File: config.mk
export PLATFORM = sky130hd
export DESIGN_NAME = rational_add_mul_reduce_top
export DESIGN_NICKNAME = d
export VERILOG_FILES = /design/src/sv/ramr_pkg.sv /design/src/sv/ramr_divider.sv /design/src/sv/rational_add_mul_reduce_top.sv
export VERILOG_INCLUDE_DIRS = /design/src /design/src/sv
export SDC_FILE = /design/constraint.sdc
export NUM_CORES = 2
export LEC_CHECK = 0
export ABC_AREA = 1
export BUFFER_PORTS_ARGS = -buffer_cell sky130_fd_sc_hd__buf_2
export CORE_UTILIZATION = 63
export CTS_CLUSTER_DIAMETER = 120
export DETAILED_ROUTE_END_ITERATION = 8
export GPL_TIMING_DRIVEN = 0
export PLACE_DENSITY = 0.81
export SYNTH_ARGS = -nofsm -noshare
export SYNTH_HDL_FRONTEND = slang
export SYNTH_SLANG_ARGS = --single-unit
File: constraint.sdc
create_clock -name aclk -period 10.45 [get_ports aclk]
set_clock_uncertainty 0.1 [all_clocks]
set_input_delay 0 -clock aclk [delete_from_list [all_inputs] [get_ports aclk]]
set_output_delay 0 -clock aclk [all_outputs]
set_load 0.01 [all_outputs]
File: src/sv/assert_macros.svh
// Assertion helper macros used by the top-level RTL file.
`ifndef ASSERT_MACROS_SVH
`define ASSERT_MACROS_SVH

// Implication checked at every clock edge outside reset.
`define ASSERT_IMPL(label, clk, rstn, ante, cons, msg) \
    label: assert property (@(posedge clk) disable iff (!rstn) (ante) |-> (cons)) \
        else $error(msg);

// Next-cycle implication checked outside reset.
`define ASSERT_NEXT(label, clk, rstn, ante, cons, msg) \
    label: assert property (@(posedge clk) disable iff (!rstn) (ante) |=> (cons)) \
        else $error(msg);

`endif

File: src/sv/ramr_pkg.sv
// ----------------------------------------------------------------------------
// ramr_pkg
// Shared types and constants for the fraction add/multiply reduction block.
// ----------------------------------------------------------------------------
`default_nettype none
package ramr_pkg;
    localparam int NUM_WIDTH = 63;
    localparam int DEN_WIDTH = 62;
    localparam int WORK_WIDTH = 64;
    localparam int STEP_WIDTH = 7;

    localparam logic OP_ADD = 1'b0;
    localparam logic OP_MUL = 1'b1;

    // One-hot sequencer states.
    typedef enum logic [8:0] {
        ST_IDLE = 9'b000000001,
        ST_MUL1 = 9'b000000010,
        ST_MUL2 = 9'b000000100,
        ST_MUL3 = 9'b000001000,
        ST_SUM  = 9'b000010000,
        ST_GCD  = 9'b000100000,
        ST_DIVN = 9'b001000000,
        ST_DIVD = 9'b010000000,
        ST_OUT  = 9'b100000000
    } state_t;
endpackage
`default_nettype wire

File: src/sv/ramr_divider.sv
// ----------------------------------------------------------------------------
// ramr_divider
// Restoring radix-2 divider for 64-bit unsigned values, one quotient bit
// per cycle. Division by zero gives quotient all ones and remainder equal
// to the dividend.
// ----------------------------------------------------------------------------
`default_nettype none
module ramr_divider
    import ramr_pkg::*;
(
    input  wire logic                  aclk,
    input  wire logic                  aresetn,
    input  wire logic                  start,
    input  wire logic [WORK_WIDTH-1:0] dividend,
    input  wire logic [WORK_WIDTH-1:0] divisor,
    output logic                       done,
    output logic [WORK_WIDTH-1:0]      quotient,
    output logic [WORK_WIDTH-1:0]      remainder
);
    logic                    busy_reg;
    logic [STEP_WIDTH-1:0]   count_reg;
    logic [WORK_WIDTH-1:0]   quo_reg;
    logic [WORK_WIDTH-1:0]   rem_reg;
    logic [WORK_WIDTH-1:0]   dsr_reg;
    logic                    done_reg;
    logic [WORK_WIDTH:0]     shifted;
    logic [WORK_WIDTH:0]     diff;

    assign shifted = {rem_reg, quo_reg[WORK_WIDTH-1]};
    assign diff    = shifted - {1'b0, dsr_reg};

    always_ff @(posedge aclk) begin
        if (!aresetn) begin
            busy_reg  <= 1'b0;
            done_reg  <= 1'b0;
            count_reg <= '0;
        end else begin
            done_reg <= 1'b0;
            if (start) begin
                busy_reg  <= 1'b1;
                count_reg <= STEP_WIDTH'(WORK_WIDTH);
                quo_reg   <= dividend;
                rem_reg   <= '0;
                dsr_reg   <= divisor;
            end else if (busy_reg) begin
                if (!diff[WORK_WIDTH]) begin
                    rem_reg <= diff[WORK_WIDTH-1:0];
                    quo_reg <= {quo_reg[WORK_WIDTH-2:0], 1'b1};
                end else begin
                    rem_reg <= shifted[WORK_WIDTH-1:0];
                    quo_reg <= {quo_reg[WORK_WIDTH-2:0], 1'b0};
                end
                count_reg <= count_reg - 1'b1;
                if (count_reg == STEP_WIDTH'(1)) begin
                    busy_reg <= 1'b0;
                    done_reg <= 1'b1;
                end
            end
        end
    end

    assign done      = done_reg;
    assign quotient  = quo_reg;
    assign remainder = rem_reg;
endmodule
`default_nettype wire

File: src/sv/rational_add_mul_reduce_top.sv
// ----------------------------------------------------------------------------
// rational_add_mul_reduce_top
// Adds or multiplies two fractions and reduces the result by Euclid's GCD.
// ----------------------------------------------------------------------------
// One item is taken at a time. Two products (three for an add) go through
// one shared multiplier, then Euclid's loop runs on a shared 64-bit divider,
// each remainder step being one divider run with its start and done
// handshake, and two more divisions give the reduced numerator and
// denominator. Euclid's loop runs for up to about 90 remainder steps. A zero
// numerator gives 0/1; a zero over zero result gives 0/0.
`default_nettype none
`include "assert_macros.svh"
module rational_add_mul_reduce_top
    import ramr_pkg::*;
#(
    parameter int OPERAND_WIDTH = 31
) (
    input  wire logic                    aclk,
    input  wire logic                    aresetn,
    input  wire logic                    s_tvalid,
    output logic                         s_tready,
    // Fields from bit 0: a_num, a_den, b_num, b_den (31 bits each), zero fill.
    input  wire logic [127:0]            s_tdata,
    // Field: operation.
    input  wire logic                    s_tuser,
    output logic                         m_tvalid,
    input  wire logic                    m_tready,
    // Fields from bit 0: res_num (63 bits), res_den (62 bits), zero fill.
    output logic [127:0]                 m_tdata
);
    localparam int PROD_WIDTH = 2 * OPERAND_WIDTH;

    state_t                   state_reg;
    logic                     op_reg;
    logic [OPERAND_WIDTH-1:0] an_reg, ad_reg, bn_reg, bd_reg;
    logic [WORK_WIDTH-1:0]    rn_reg, rd_reg, tmp_reg, x_reg, y_reg, g_reg;
    logic [NUM_WIDTH-1:0]     out_num_reg;
    logic [DEN_WIDTH-1:0]     out_den_reg;
    logic                     div_start;
    logic [WORK_WIDTH-1:0]    div_a, div_b;
    logic                     div_done;
    logic [WORK_WIDTH-1:0]    div_q, div_r;
    logic [OPERAND_WIDTH-1:0] mul_a, mul_b;
    logic [PROD_WIDTH-1:0]    mul_p;

    assign mul_p = mul_a * mul_b;

    always_comb begin
        mul_a = ad_reg;
        mul_b = bd_reg;
        unique case (state_reg)
            ST_MUL2: begin
                mul_a = an_reg;
                mul_b = (op_reg == OP_MUL) ? bn_reg : bd_reg;
            end
            ST_MUL3: begin
                mul_a = bn_reg;
                mul_b = ad_reg;
            end
            default: begin
            end
        endcase
    end

    ramr_divider u_div (
        .aclk      (aclk),
        .aresetn   (aresetn),
        .start     (div_start),
        .dividend  (div_a),
        .divisor   (div_b),
        .done      (div_done),
        .quotient  (div_q),
        .remainder (div_r)
    );

    logic start_reg;
    assign div_start = start_reg;

    always_comb begin
        div_a = x_reg;
        div_b = y_reg;
        unique case (state_reg)
            ST_DIVN: begin
                div_a = rn_reg;
                div_b = g_reg;
            end
            ST_DIVD: begin
                div_a = rd_reg;
                div_b = g_reg;
            end
            default: begin
            end
        endcase
    end

    always_ff @(posedge aclk) begin
        if (!aresetn) begin
            state_reg <= ST_IDLE;
            start_reg <= 1'b0;
        end else begin
            start_reg <= 1'b0;
            unique case (state_reg)
                ST_IDLE: begin
                    if (s_tvalid) begin
                        op_reg    <= s_tuser;
                        an_reg    <= s_tdata[OPERAND_WIDTH-1:0];
                        ad_reg    <= s_tdata[31 +: OPERAND_WIDTH];
                        bn_reg    <= s_tdata[62 +: OPERAND_WIDTH];
                        bd_reg    <= s_tdata[93 +: OPERAND_WIDTH];
                        state_reg <= ST_MUL1;
                    end
                end
                ST_MUL1: begin
                    rd_reg    <= WORK_WIDTH'(mul_p);
                    state_reg <= ST_MUL2;
                end
                ST_MUL2: begin
                    rn_reg    <= WORK_WIDTH'(mul_p);
                    state_reg <= (op_reg == OP_MUL) ? ST_SUM : ST_MUL3;
                end
                ST_MUL3: begin
                    tmp_reg   <= WORK_WIDTH'(mul_p);
                    state_reg <= ST_SUM;
                end
                ST_SUM: begin
                    if (op_reg == OP_ADD) begin
                        rn_reg <= rn_reg + tmp_reg;
                        x_reg  <= rn_reg + tmp_reg;
                    end else begin
                        x_reg  <= rn_reg;
                    end
                    y_reg <= rd_reg;
                    if (rd_reg == '0) begin
                        // gcd(n, 0) = n; ST_GCD goes on to the divisions.
                        g_reg     <= (op_reg == OP_ADD) ? rn_reg + tmp_reg : rn_reg;
                        state_reg <= ST_GCD;
                    end else begin
                        start_reg <= 1'b1;
                        state_reg <= ST_GCD;
                    end
                end
                ST_GCD: begin
                    if (y_reg == '0) begin
                        g_reg     <= (x_reg == '0) ? WORK_WIDTH'(1) : x_reg;
                        start_reg <= 1'b1;
                        state_reg <= ST_DIVN;
                    end else if (div_done) begin
                        x_reg <= y_reg;
                        y_reg <= div_r;
                        if (div_r != '0) begin
                            start_reg <= 1'b1;
                        end
                    end
                end
                ST_DIVN: begin
                    if (div_done) begin
                        out_num_reg <= div_q[NUM_WIDTH-1:0];
                        start_reg   <= 1'b1;
                        state_reg   <= ST_DIVD;
                    end
                end
                ST_DIVD: begin
                    if (div_done) begin
                        out_den_reg <= div_q[DEN_WIDTH-1:0];
                        state_reg   <= ST_OUT;
                    end
                end
                ST_OUT: begin
                    if (m_tready) begin
                        state_reg <= ST_IDLE;
                    end
                end
                default: state_reg <= ST_IDLE;
            endcase
        end
    end

    assign s_tready = (state_reg == ST_IDLE);
    assign m_tvalid = (state_reg == ST_OUT);
    assign m_tdata  = {3'b0, out_den_reg, out_num_reg};

    `ASSERT_IMPL(a_one_side, aclk, aresetn, 1'b1, !(s_tready && m_tvalid), "both sides open")
    `ASSERT_NEXT(a_take, aclk, aresetn, s_tvalid && s_tready, state_reg == ST_MUL1, "item lost")
    `ASSERT_IMPL(a_den_pos, aclk, aresetn, m_tvalid && (rd_reg != '0), out_den_reg != '0, "zero den")
endmodule
`default_nettype wire

==> flow_metrics.tcl, run 1 <==
set metrics [dict create \
    place.gp.congestion 1.09 \
    start_util 0.638 \
    synth-async-reset-ratio 0 \
    synth_top_area_cell "edfxtp_1" \
    synth_area_um2 78000 \
    avgSynthCellArea_um2 8.15 \
    yosysMostFrequentCell "nand2_1" \
    overflow 7 \
    status "stopped before the end" \
    fp-row-count 128 \
    yosysSeqAreaShare 0.321 \
    lastStage "5_1_grt" \
    cts_root_buffer "clkbuf_16" \
    ys_ff_latch 841 \
    hpwl_mm 243 \
    ys.flop_type "edfxtp_1" \
    cts_setup_buffers 0 \
    synth_cell_type_count 53 \
    cts.sinks 841 \
    place_ws_ps -531 \
    tool.error "[ERROR GRT-0232] Routing congestion too high. Check the congestion heatmap in the GUI." \
    htree_levels 3 \
    io_buffers 255 \
    syn_inst 9572 \
    numCtsBuffers 87 \
    synth.area.top_cells "edfxtp_1 (32%), fa_1 (22%), nand2_1 (14%)" \
    synth_top_area_share 0.316 \
    chipHeight_um 354 \
    grt.total_usage 0.591 \
    cts_buffer_depth 3 \
    grt_max_degree 68 \
    dieWidth_um 354 \
    placed_area_um2 81900 \
    synth_edf_count 822 \
    ys_warn_count 0 \
    yosys-top-cells-count "nand2_1 (2830), inv_1 (1878), nor2_1 (1082), fa_1 (839), edfxtp_1 (822)" \
    ios 263 \
]
## metal layers
metal / overflow / GRT usage
met3: 0 / 0.326
met2: 5 / 0.835
met1: 0 / 0.600
met5: 1 / 0.164
met4: 1 / 0.574
## stage by stage
stage                util  cells  hold slack (ps)
global placement    0.665  11500             76.3
floorplan               -   9574            -1.13
CTS                 0.715  11900              276
detailed placement  0.669  11500             78.1
## cell families after synthesis
kind of cell / Yosys count / synth area share
flops: 841 / 0.321
other cells: 1 / 0.0000481
xor+xnor: 91 / 0.0102
buf+inv: 2219 / 0.110
simple gates: 4439 / 0.226
compound gates: 759 / 0.0560
fa+ha+maj: 1222 / 0.277
## what timing repair did
| action | 4_1_cts |
|---|---|
| resized for setup | 10 |
| hold buffers | 254 |
| hold endpoints to repair | 221 |
| setup endpoints to repair | 25 |
==> inputs of run 2 (changes only) <==
Settings changed: CORE_UTILIZATION 63 to 40, CTS_CLUSTER_DIAMETER 120 to default, PLACE_DENSITY 0.81 to default, PLACE_DENSITY_LB_ADDON from default to 0.15.
==> run 2 against run 1 <==
  * The flow now finishes, with violations (max-capacitance violations)
  * Synthesized cell count did not move
  * Synthesized area did not move
==> flow_metrics.tcl, run 2 <==
set metrics [dict create \
    synth.area.top_cells "edfxtp_1 (32%), fa_1 (22%), nand2_1 (14%)" \
    status "finished, violations left" \
    crit_fanout 10 \
    final-max-slew-violation-count 0 \
    numCtsBuffers 96 \
    avgSynthCellArea_um2 8.15 \
    ys_ff_latch 841 \
    overflow 0 \
    fin_crit_ps 10340 \
    slowest_delay_ps 560 \
    synth_edf_count 822 \
    ys.flop_type "edfxtp_1" \
    grt_max_degree 62 \
    routedWlPerCell_um 26.1 \
    final_nets 11600 \
    setup-tns-final_ps 0 \
    final_cell_mix "nand2_1 (2820), inv_1 (1877), nor2_1 (1074)" \
    start_util 0.404 \
    first_pass_iters 6 \
    rsz0062_at_grt "yes" \
    drc 0 \
    yosys-top-cells-count "nand2_1 (2830), inv_1 (1878), nor2_1 (1082), fa_1 (839), edfxtp_1 (822)" \
    cts_root_buffer "clkbuf_16" \
    cts_tree "yes" \
    stdcell_area_um2 89200 \
    yosysMostFrequentCell "nand2_1" \
    synth_area_um2 78000 \
    fin_crit_sh 0.990 \
    grt_pass1_vias 68700 \
    fmaxAchievable_mhz 96.7 \
    final_common_cell "nand2_1" \
    vias 66300 \
    cts_buffer_depth 3 \
    failed_checks "max-capacitance violations" \
    required_ps 10790 \
    ios 263 \
    clk_latency_ps 780 \
    synth_cell_type_count 53 \
    maxCapViolCount 1 \
    chipHeight_um 444 \
    drt.antenna.violating_nets 0 \
    vias_per_cell 5.17 \
    htree_levels 3 \
    grt_first_pass_wirelength_mm 478 \
    area.growth.synth_to_final_pct 14.4 \
    place.gp.congestion 0.996 \
    cp.arrival_ps 10680 \
    crit_path_end_kind "flip-flop" \
    synth_top_area_share 0.316 \
    synth_top_area_cell "edfxtp_1" \
    finalSetupViolCount 0 \
    syn_inst 9572 \
    hpwl_mm 284 \
    hold_viol 0 \
    fp-row-count 161 \
    drt_iter0_markers 5684 \
    drt_wl_total_mm 335 \
    placed_area_um2 83100 \
    grt.total_usage 0.340 \
    cp_common_cell "fa_1" \
    start_kind "flip-flop" \
    dieArea_um2 197000 \
    maxSlewHeadroom 0.00404 \
    io_buffers 255 \
    ys_warn_count 0 \
    antenna_found_initial 7 \
    drive_gt1_frac 0.0717 \
    worstMarginPinSlew_ps 1490 \
    slowest_stage "fa_1" \
    clk_pin_slew_ps 60 \
    yosysSeqAreaShare 0.321 \
    crit_type "flip-flop to flip-flop" \
    synth-async-reset-ratio 0 \
    dieWidth_um 444 \
    core_area_um2 193000 \
    min_path_type "input port to flip-flop" \
    cts.sinks 841 \
]
run 2: cell counts after synthesis:
No cell type changed its count.
run 2: path summary, 6_finish.rpt:
check	start	end	slack [ps]	cells past startpoint
hold reg to reg	u_div.count_reg[6]	u_div.count_reg[6]	370	2
hold / removal	m_tready	state_reg[5]	190	6
setup reg to reg	state_reg[6]	rn_reg[40]	110	32
setup / recovery	state_reg[6]	rn_reg[40]	110	32
run 2: critical path: cells and delay by family, from the launching register on:
kind	cells	cell delay (ps)
buf+inv	7	1580
simple gates	12	2190
flops	1	330
xor+xnor	1	280
fa+ha+maj	9	4420
compound gates	3	1070
run 2: area by class of cell:
| cell class | count | area (um2) |
|---|---|---|
| Clock inverter | 61 | 667 |
| Timing Repair Buffer | 552 | 4520 |
| Multi-Input combinational cell | 6514 | 44700 |
| Inverter | 1912 | 7190 |
| Antenna cell | 7 | 17.5 |
| Tap cell | 2526 | 3160 |
| Fill cell | 19300 | 104000 |
| Sequential cell | 841 | 25100 |
| Clock buffer | 118 | 2480 |
| Buffer | 307 | 1420 |
run 2: logic make-up after synthesis:
logic type / share of synthesized area
AND/OR/NAND/NOR: 0.226
buffers and inverters: 0.110
adder cells (fa/ha/maj): 0.277
flip-flops: 0.321
AO/OA/AOI/OAI: 0.0560
XOR/XNOR: 0.0102
other: 0.0000481
run 2: stage by stage:
stage               setup slack [ps]  hold slack [ps]  std cells  utilization
CTS                             11.7              130      12800        0.461
detailed placement             -1110             78.1      12400        0.430
global route                   -56.8              208      12800        0.462
global placement               -2000             76.8      12400        0.427
finish                           109              186      12800        0.462
floorplan                       2390            -1.13       9574            -
run 2: metal layers:
layer  track usage  up-vias  wire length [um]  share of wire
met5             0        -                 0              0
met4         0.201        0             23700          0.071
met3        0.0373      600             17400          0.052
met2         0.605     2334            167000           0.50
met1         0.393    32600            127000           0.38
li1              -    30800                 -              -
run 2: what timing repair did:
item / CTS / global route
resized for setup: 42 / 33
hold buffers: 254 / 0
pin swaps: 3 / 3
endpoints found under the setup margin: 96 / 30
buffers inserted: 3 / 8
hold endpoints to repair: 289 / 0
Power of run 2 is left out: the tool's default activity adds up to more than one toggle a clock period on the data nets, which glitch-free logic cannot reach.
